## src/hw/rtl/rsm_pkg.sv

```systemverilog
package rsm_pkg;

  localparam int ROW_MAX   = 64;
  localparam int DEPTH     = 64;
  localparam int ADDR_W    = 6;
  localparam int CNT_W     = 7;
  localparam int SUM_W     = 22;
  localparam int EXP_STEPS = 12;
  localparam int DIV_STEPS = 34;

  typedef enum logic [2:0] {
    S_LOAD,
    S_EXP_RD,
    S_EXP_GO,
    S_EXP_WAIT,
    S_DIV_RD,
    S_DIV_GO,
    S_DIV_WAIT
  } state_t;

  // exp(-2^k/256) in Q0.32
  function automatic logic [31:0] exp_coef(input logic [3:0] k);
    logic [31:0] c;
    case (k)
      4'd0:    c = 32'd4278222805;
      4'd1:    c = 32'd4261543595;
      4'd2:    c = 32'd4228380000;
      4'd3:    c = 32'd4162825044;
      4'd4:    c = 32'd4034748382;
      4'd5:    c = 32'd3790295335;
      4'd6:    c = 32'd3344923893;
      4'd7:    c = 32'd2605029347;
      4'd8:    c = 32'd1580030169;
      4'd9:    c = 32'd581260616;
      4'd10:   c = 32'd78665070;
      4'd11:   c = 32'd1440801;
      default: c = 32'd0;
    endcase
    return c;
  endfunction

endpackage

```

## src/hw/rtl/rsm_ram.sv

```systemverilog
module rsm_ram #(
  parameter int WIDTH = 16,
  parameter int DEPTH = 64
) (
  input  logic                     clk,
  input  logic                     we,
  input  logic [$clog2(DEPTH)-1:0] waddr,
  input  logic [WIDTH-1:0]         wdata,
  input  logic [$clog2(DEPTH)-1:0] raddr,
  output logic [WIDTH-1:0]         rdata
);

  logic [WIDTH-1:0] mem [DEPTH];

  always_ff @(posedge clk) begin
    if (we) begin
      mem[waddr] <= wdata;
    end
    rdata <= mem[raddr];
  end

endmodule

```

## src/hw/rtl/rsm_exp.sv

```systemverilog
module rsm_exp (
  input  logic        clk,
  input  logic        rst,
  input  logic        start,
  input  logic [15:0] delta,
  output logic        busy,
  output logic [15:0] e
);
  import rsm_pkg::*;

  logic [3:0]  k;
  logic [11:0] bits;
  logic [31:0] acc;
  logic        acc_one;
  logic        big;
  logic [63:0] prod;
  logic [16:0] rounded;

  assign prod    = 64'(acc) * 64'(exp_coef(k)) + 64'h8000_0000;
  assign rounded = 17'((33'(acc) + 33'h8000) >> 16);

  always_ff @(posedge clk) begin
    if (rst) begin
      busy <= 1'b0;
    end else if (start) begin
      busy <= 1'b1;
    end else if (busy && k == 4'(EXP_STEPS - 1)) begin
      busy <= 1'b0;
    end
  end

  always_ff @(posedge clk) begin
    if (start) begin
      k       <= 4'd0;
      bits    <= delta[11:0];
      big     <= |delta[15:12];
      acc_one <= 1'b1;
    end else if (busy) begin
      k <= k + 4'd1;
      if (bits[k]) begin
        // skip the first multiply: 1.0 times a coefficient is the coefficient
        acc     <= acc_one ? exp_coef(k) : prod[63:32];
        acc_one <= 1'b0;
      end
    end
  end

  always_comb begin
    if (big) begin
      e = 16'd0;
    end else if (acc_one || rounded[16]) begin
      e = 16'hFFFF;
    end else begin
      e = rounded[15:0];
    end
  end

endmodule

```

## src/hw/rtl/rsm_div.sv

```systemverilog
module rsm_div (
  input  logic                     clk,
  input  logic                     rst,
  input  logic                     start,
  input  logic [15:0]              e,
  input  logic [rsm_pkg::SUM_W-1:0] sum,
  output logic                     busy,
  output logic [15:0]              prob
);
  import rsm_pkg::*;

  logic [DIV_STEPS-1:0] num;
  logic [SUM_W:0]       dvs;
  logic [SUM_W+1:0]     rem;
  logic [SUM_W+1:0]     trial;
  logic [5:0]           cnt;
  logic                 fits;

  assign trial = {rem[SUM_W:0], num[DIV_STEPS-1]};
  assign fits  = trial >= (SUM_W+2)'(dvs);

  always_ff @(posedge clk) begin
    if (rst) begin
      busy <= 1'b0;
    end else if (start) begin
      busy <= 1'b1;
    end else if (busy && cnt == 6'(DIV_STEPS - 1)) begin
      busy <= 1'b0;
    end
  end

  // restoring division; num shifts out numerator bits and takes in quotient bits
  always_ff @(posedge clk) begin
    if (start) begin
      num <= (DIV_STEPS'(e) << 17) - (DIV_STEPS'(e) << 1) + DIV_STEPS'(sum);
      dvs <= {sum, 1'b0};
      rem <= '0;
      cnt <= 6'd0;
    end else if (busy) begin
      cnt <= cnt + 6'd1;
      num <= {num[DIV_STEPS-2:0], fits};
      rem <= fits ? trial - (SUM_W+2)'(dvs) : trial;
    end
  end

  always_comb begin
    if (dvs == '0) begin
      prob = 16'd0;
    end else if (|num[DIV_STEPS-1:16]) begin
      prob = 16'hFFFF;
    end else begin
      prob = num[15:0];
    end
  end

endmodule

```

## src/hw/rtl/row_softmax.sv

```systemverilog
// Channel  Direction  Handshake            Word
// input    in         in_valid / in_stall   logit, row_end
// output   out        out_valid / out_stall prob, position, final_item, truncated
//
// Loading accepts one element per cycle; in_stall stays low until the word with row_end.
// Then each stored element goes through the exponential pass (one
// Q0.32 multiply a cycle over 12 steps) and then the normalization pass
// (a bit-serial divider, one quotient bit a cycle over 34 bits).
// rst clears the controller; both stores are valid only for the current row.
// A held output word holds the normalization pass until out_stall drops.
module row_softmax (
  input  logic        clk,
  input  logic        rst,
  input  logic        in_valid,
  output logic        in_stall,
  input  logic [15:0] logit,
  input  logic        row_end,
  output logic        out_valid,
  input  logic        out_stall,
  output logic [15:0] prob,
  output logic [5:0]  position,
  output logic        final_item,
  output logic        truncated
);
  import rsm_pkg::*;

  state_t state, state_next;

  logic [CNT_W-1:0]  fill_count;
  logic signed [15:0] row_max;
  logic [SUM_W-1:0]  exp_sum;
  logic              overflow_seen;
  logic [ADDR_W-1:0] idx;

  logic              in_take;
  logic              has_room;
  logic              last_idx;
  logic              out_free;

  logic              row_we;
  logic [ADDR_W-1:0] row_raddr;
  logic [15:0]       row_rdata;
  logic              exp_we;
  logic [15:0]       exp_rdata;

  logic              exp_start, exp_busy;
  logic [15:0]       exp_val;
  logic [16:0]       delta;
  logic              div_start, div_busy;
  logic [15:0]       div_prob;
  logic              emit;

  assign in_take  = in_valid && !in_stall;
  assign has_room = fill_count < CNT_W'(ROW_MAX);
  assign last_idx = idx == ADDR_W'(fill_count - CNT_W'(1));
  assign out_free = !out_valid || !out_stall;
  assign delta    = {row_max[15], row_max} - {row_rdata[15], row_rdata};

  // next state
  always_comb begin
    state_next = state;
    case (state)
      S_LOAD:     if (in_take && row_end) state_next = S_EXP_RD;
      S_EXP_RD:   state_next = S_EXP_GO;
      S_EXP_GO:   state_next = S_EXP_WAIT;
      S_EXP_WAIT: if (!exp_busy) state_next = last_idx ? S_DIV_RD : S_EXP_RD;
      S_DIV_RD:   state_next = S_DIV_GO;
      S_DIV_GO:   state_next = S_DIV_WAIT;
      S_DIV_WAIT: if (!div_busy && out_free) state_next = last_idx ? S_LOAD : S_DIV_RD;
      default:    state_next = S_LOAD;
    endcase
  end

  // controls
  always_comb begin
    in_stall  = 1'b1;
    row_we    = 1'b0;
    exp_start = 1'b0;
    exp_we    = 1'b0;
    div_start = 1'b0;
    emit      = 1'b0;
    case (state)
      S_LOAD: begin
        in_stall = 1'b0;
        row_we   = in_take && has_room;
      end
      S_EXP_GO:   exp_start = 1'b1;
      S_EXP_WAIT: exp_we = !exp_busy;
      S_DIV_GO:   div_start = 1'b1;
      S_DIV_WAIT: emit = !div_busy && out_free;
      default: begin
      end
    endcase
  end

  assign row_raddr = idx;

  always_ff @(posedge clk) begin
    if (rst) begin
      state         <= S_LOAD;
      fill_count    <= '0;
      row_max       <= '0;
      exp_sum       <= '0;
      overflow_seen <= 1'b0;
      idx           <= '0;
      out_valid     <= 1'b0;
    end else begin
      state <= state_next;
      if (emit) begin
        out_valid <= 1'b1;
      end else if (!out_stall) begin
        out_valid <= 1'b0;
      end
      case (state)
        S_LOAD: begin
          if (in_take) begin
            if (has_room) begin
              if (fill_count == '0 || $signed(logit) > row_max) begin
                row_max <= $signed(logit);
              end
              fill_count <= fill_count + CNT_W'(1);
            end else begin
              // drop the word; a dropped row_end still closes the row
              overflow_seen <= 1'b1;
            end
            if (row_end) begin
              idx     <= '0;
              exp_sum <= '0;
            end
          end
        end
        S_EXP_WAIT: begin
          if (!exp_busy) begin
            exp_sum <= exp_sum + SUM_W'(exp_val);
            idx     <= last_idx ? '0 : idx + ADDR_W'(1);
          end
        end
        S_DIV_WAIT: begin
          if (emit) begin
            idx <= last_idx ? '0 : idx + ADDR_W'(1);
            if (last_idx) begin
              fill_count    <= '0;
              row_max       <= '0;
              overflow_seen <= 1'b0;
            end
          end
        end
        default: begin
        end
      endcase
    end
  end

  // output word; payload needs no reset
  always_ff @(posedge clk) begin
    if (emit) begin
      prob       <= div_prob;
      position   <= idx;
      final_item <= last_idx;
      truncated  <= overflow_seen;
    end
  end

  rsm_ram #(.WIDTH(16), .DEPTH(DEPTH)) u_row_ram (
    .clk   (clk),
    .we    (row_we),
    .waddr (fill_count[ADDR_W-1:0]),
    .wdata (logit),
    .raddr (row_raddr),
    .rdata (row_rdata)
  );

  rsm_ram #(.WIDTH(16), .DEPTH(DEPTH)) u_exp_ram (
    .clk   (clk),
    .we    (exp_we),
    .waddr (idx),
    .wdata (exp_val),
    .raddr (idx),
    .rdata (exp_rdata)
  );

  rsm_exp u_exp (
    .clk   (clk),
    .rst   (rst),
    .start (exp_start),
    .delta (delta[15:0]),
    .busy  (exp_busy),
    .e     (exp_val)
  );

  rsm_div u_div (
    .clk   (clk),
    .rst   (rst),
    .start (div_start),
    .e     (exp_rdata),
    .sum   (exp_sum),
    .busy  (div_busy),
    .prob  (div_prob)
  );

endmodule
```

## config.mk

```make
export PLATFORM = sky130hd
export DESIGN_NAME = row_softmax
export DESIGN_NICKNAME = d
export VERILOG_FILES = /design/src/hw/rtl/rsm_pkg.sv /design/src/hw/rtl/rsm_ram.sv /design/src/hw/rtl/rsm_exp.sv /design/src/hw/rtl/rsm_div.sv /design/src/hw/rtl/row_softmax.sv
export SDC_FILE = /design/constraint.sdc
export NUM_CORES = 2
export LEC_CHECK = 0
export ABC_CLOCK_PERIOD_IN_PS = 13100
export BUFFER_PORTS_ARGS = -buffer_cell sky130_fd_sc_hd__buf_2
export CORE_MARGIN = 4
export CORE_UTILIZATION = 35
export CTS_CLUSTER_SIZE = 16
export DETAILED_ROUTE_END_ITERATION = 16
export PLACE_DENSITY = 0.46
export SLEW_MARGIN = 15
export SYNTH_ARGS = -nofsm -noshare
export SYNTH_HDL_FRONTEND = slang
export SYNTH_HIERARCHICAL = 1
export SYNTH_SLANG_ARGS = --single-unit
```

## constraint.sdc

```tcl
create_clock -name clk -period 13.1 [get_ports clk]
set_clock_uncertainty 0.15 [all_clocks]
set_input_delay 1.31 -clock clk [delete_from_list [all_inputs] [get_ports clk]]
set_output_delay 1.31 -clock clk [all_outputs]
set_load 0.02 [all_outputs]
```

# Yosys cells after proc, flatten, opt, wreduce, memory -nomap -nowiden
# Memories as Yosys holds them, arrays and structs flattened. A register that Yosys moved wholly into a read port is not among the register bits.
# Index checks and enable logic that the tools add are counted.
[totals]
n_memories = 4
wordCells = 157
mem_bits_rw = 2048
register_bits = 217
output_inout_bits = 26
rom_bits = 1024
[classes]
eq_ne = 20
add_sub_neg = 12
mul = 1
reduce_logical = 32
n_mux = 61
magnitude_cmp = 4
bitwise = 1
[memory_table]
columns = ["name", "depth", "word_bits", "rd", "rd_clocked_by_memory_dff", "write_ports", "line_no", "text"]
rows = [
  ["u_exp_ram.mem", 64, 16, 1, 1, 1, "rsm_ram.sv:13", "logic [WIDTH-1:0] mem [DEPTH];"],
  ["u_row_ram.mem", 64, 16, 1, 1, 1, "rsm_ram.sv:13", ""],
  ["(no name shown)", 16, 32, 1, 1, 0, "rsm_pkg.sv:24", "case (k)"],
  ["(no name shown)", 16, 32, 1, 1, 0, "rsm_pkg.sv:24", ""],
]
[op_table]
columns = ["cell", "count"]
rows = [
  ["$mux 16", 8],
  ["$mux 34", 2],
  ["$mux 22", 3],
  ["$add 64x32->64 const B", 1],
  ["$mul 32x32->64", 1],
  ["$pmux 22 s2", 1],
  ["$add 34x22->34", 1],
  ["$sub 33x17->34", 1],
  ["$add 32x16->33 const B", 1],
  ["$mux 32", 1],
  ["$pmux 16 s2", 1],
  ["$mux 6", 5],
  ["$mux 7", 4],
  ["$ge 24x23->1", 1],
  ["$logic_not 23->1", 1],
  ["$mux 23", 1],
  ["$sub 23x23->23", 1],
  ["$add 22x16->22", 1],
  ["$mux 1", 21],
  ["$pmux 3 s7", 1],
  ["$pmux 6 s3", 1],
  ["$reduce_or 18->1", 1],
  ["$gt 16x16->1", 1],
  ["$mux 4", 4],
  ["33 further kinds", 67],
]

# Depth between registers and ports, before layout
[depth]
word_depth = 7
mapped_depth = 28
ltp_nobuf = 25

# By module
# Netlist, hierarchy kept.
[by_module_without_submodules]
columns = ["module", "cells_per_inst", "area_per_inst_um2", "instances"]
rows = [
  ["rsm_ram", 1829, 40042.2, 2],
  ["rsm_exp", 4019, 37049.3, 1],
  ["rsm_div", 775, 6942.9, 1],
  ["row_softmax", 548, 5004.8, 1],
]

# Worst setup path after synthesis
# OpenSTA, ideal clock, no wires.
[synth_path]
path_kind = "register to register"
startpoint = "reg u_exp.acc[26]"
endpoint = "reg u_exp.acc[28] (data pin)"
stages_incl_launch_ff = 26
setup_time_ns = 0.260
period_less_slack_ns = 7.493
arrival_ns = 7.083
setup_slack_ns = 5.607
path_cell_list = "edfxtp_1 > clkbuf_1 > clkbuf_1 > and2_1 > fa_1 > fa_1 > inv_1 > fa_1 > fa_1 > inv_1 > fa_1 > fa_1 > fa_1 > inv_1 > fa_1 > inv_1 > ha_1 > buf_2 > nand4_1 > nor4_2 > and3_1 > a221oi_2 > o41ai_2 > o21ai_1 > xnor2_1 > mux2_2"
[synth_between]
elab_chain_len = 3
[synth_lines]
columns = ["item", "line_no", "text"]
rows = [
  ["from (decl)", "rsm_exp.sv:13", "logic [31:0] acc;"],
  ["from (signal assigned)", "rsm_exp.sv:42", "acc <= acc_one ? exp_coef(k) : prod[63:32];"],
  ["$mul 32x32->64", "rsm_exp.sv:19", "assign prod = 64'(acc) * 64'(exp_coef(k)) + 64'h8000_0000;"],
  ["$add 64x32->64", "rsm_exp.sv:19", ""],
  ["$mux 32", "rsm_exp.sv:42", ""],
]
# Every way passes these cells.
# A chain may end at the register's enable or synchronous reset.

# Final worst setup path
[layout_path]
startpoint = "reg u_exp.acc[14]"
endpoint = "reg u_exp.acc[22] (data pin)"
# The elaborated chain is that of the path after synthesis.

==> results.toml <==
[outcome]
status = "finished clean"

[min_path]
hold_class = "flop to flop"

[clock_tree]
clock_sinks = 2329
htreeDepth = 5
cts.clk_slew.worst_paths_ps = 60
clk_latency_ps = 900
ctsHoldBuffers = 0
post_cts_buffers = 0
clock_path_buffers = 4
cts_resized = 0
cts_buffers = 270
cts_tree = "yes"
cts-root-buf = "clkbuf_16"

[routing]
drt-initial-drc-count = 5698
num_vias = 74410
drt.antenna.violating_nets = 0
drt-pass1-iter-count = 5
wirelength_mm = 370.0
detail_route.wl_per_cell_um = 26.19
drc_errors = 0
vias_per_cell = 5.267

[global_routing]
grt_pass1_wl_mm = 547.5
gr-total-overflow = 0
grt_pass1_vias = 79341
antenna_found_initial = 16
grt_max_degree = 133
grt_usage_pct = 19.39

[critical_path]
crit_family = "adder cells"
path_max_fanout = 18
cp.buffers_inverters = 5
cp_cell_sequence = "buf_4, and2_1, fa_1, fa_1, inv_1, fa_1, fa_1, inv_1, fa_1, inv_1, fa_1, inv_1, fa_1, fa_1, ha_1, a21oi_1, o21bai_1, a221oi_1, o21ai_0, o211ai_1, a2111oi_0, nor3b_1, xor2_1, o21ai_1"
cp_common_cell = "fa_1"
critPathCaptureType = "flop"
start_kind = "flop"
slowest_stage = "edfxtp_1"
cp.arrival_ps = 9320
critPathKind = "flop to flop"
cp.required_ps = 13560
slowest_delay_ps = 830

[die]
core_area_um2 = 366400
ios = 47
rows = 222
die_w_um = 615.3
die_area_um2 = 378600
die_y_um = 615.3
start_util_pct = 35.23

[layout]
syn2layout_area_growth_pct = 11.46
nNetsFinal = 10439
drive_above_1_share_pct = 14.15

[synth]
ys_async_sr_fraction_pct = 0
ys_warn_count = 6
syn_area_um2 = 129100
netlist_instances = 9000
ys_types = 104
synth_ff_type = "edfxtp_1"
synth_seq_cells = 2329
synth-edff-count = 2173
seq_area_frac_synth_pct = 52.97
avgSynthCellArea_um2 = 14.34
syn_nets = 10347

[job]
drv_cap = 0

[timing]
slew_violations = 0
final.setup.tns_ps = 0
max_clock_freq_mhz = 112.9
setup_viol = 0
relSlewSlack_pct = 17.12
fin_crit_sh_pct = 67.64
rsz0062_at_grt = "no"
finalCriticalPeriod_ps = 8861
worstMarginPinSlew_ps = 1243
final_hold_viol_count = 0

[place]
dpl.hpwl_mm = 237.1
port_buffers = 46
gp_congestion = 0.8531
[worst paths after layout]
check	startpoint	endpoint	slack, ps	depth (start not counted)
max	u_exp/acc[14]$_DFFE_PP_	u_exp/acc[22]$_DFFE_PP_	4240	24
min	out_valid$_SDFFE_PP0P_	out_valid$_SDFFE_PP0P_	340	2
max reg2reg	u_exp/acc[14]$_DFFE_PP_	u_exp/acc[22]$_DFFE_PP_	4240	24
min reg2reg	out_valid$_SDFFE_PP0P_	out_valid$_SDFFE_PP0P_	340	2
[worst register-to-register path, stage by stage, from the launching register on]
cell and delay, ps:
edfxtp_1 830, buf_4 440, and2_1 210, fa_1 430
fa_1 520, inv_1 60, fa_1 480, fa_1 550
inv_1 60, fa_1 510, inv_1 60, fa_1 530
inv_1 50, fa_1 380, fa_1 470, ha_1 350
a21oi_1 210, o21bai_1 90, a221oi_1 240, o21ai_0 200
o211ai_1 780, a2111oi_0 280, nor3b_1 430, xor2_1 200
o21ai_1 70
[sequential cells by signal, summed over array words and instances, names as in the netlist, 6 cells and up, named ones only]
name,flops
u_exp_ram/mem,1024
idx,6
u_row_ram/mem,1024
prob,16
exp_sum,22
u_div/cnt,6
u_div/dvs,22
u_div/num,34
u_exp/bits,12
u_row_ram/rdata,16
fill_count,7
position,6
u_div/rem,23
row_max,16
u_exp/acc,32
u_exp_ram/rdata,16
[cells in the final DEF (no fill, tap or decap), drive strengths merged, types with 56 or more instances in the layout]
master	instances
mux2	78
inv	1023
nor2	306
o21ai	156
edfxtp	2173
buf	318
nand3	104
ha	426
and2	658
a21o	82
clkinv	88
mux4	451
xnor2	70
nand2	661
xor2	56
a22oi	84
nand4	68
mux2i	179
nor2b	77
dfxtp	156
fa	900
a21oi	226
clkbuf	349
[synth_stat cells, types with 77 or more instances]
library cell	instances	area, um^2
mux2i_1	179	1792
edfxtp_1	2173	65250
ha_1	426	5330
mux2_2	78	878.3
nor2_1	302	1134
nand3_1	104	520.5
dfxtp_1	156	3123
fa_1	900	18020
a21oi_1	223	1116
a22oi_1	83	623.1
inv_1	1001	3757
nor2b_1	77	481.7
clkbuf_1	315	1182
buf_2	80	400.4
and2_1	658	4116
a21o_1	82	615.6
mux4_2	443	9977
nand2_1	659	2474
o21ai_0	108	540.5
[per-layer routing]
metal	part of all wire, %	GRT usage (%)	routed length [um]	vias up
li1	-	-	-	32327
met1	43	26.20	159700	39769
met2	49	33.10	183000	1851
met3	4.7	2.441	17330	463
met4	2.7	5.021	10030	0
met5	0	0	0	-
[stage by stage]
step	area (um^2)	instances	hold WS [ps]	util, %	setup WS (ps)
after floorplan	129100	9000	259.0	-	5607
after global placement	135200	13635	312.7	36.90	4135
after detailed placement	135200	13636	334.5	36.91	4299
after CTS	143800	14115	345.7	39.26	4262
after global routing	143800	14118	363.1	39.26	3870
final	143900	14128	339.8	39.27	4239
[cell families (layout without fill, tap and decap cells)]
kind of cell               count (synthesis)  after routing  synth area share, %
xor gates and xnor gates                 126            126               0.8549
AOI/OAI and AO/OA                        944            944                5.046
buffers and inverters                   1506           1805                4.943
DFF                                     2329           2329                52.97
other                                      0             13                    0
muxes                                    708            708                9.961
and+or+nand+nor                         2061           2061                8.137
adders and majority gates               1326           1326                18.09
[cell type report]
type | count | area [um^2]
Fill cell | 34208 | 222500
Sequential cell | 2329 | 68400
Multi-Input combinational cell | 5165 | 54600
Clock buffer | 349 | 7188
Tap cell | 4816 | 6026
Inverter | 1008 | 3784
Timing Repair Buffer | 318 | 2410
Clock inverter | 130 | 1428
Antenna cell | 13 | 32.53
Power is left out: the tool's default activity adds up to more than one toggle a clock period on the data nets, which glitch-free logic cannot reach.
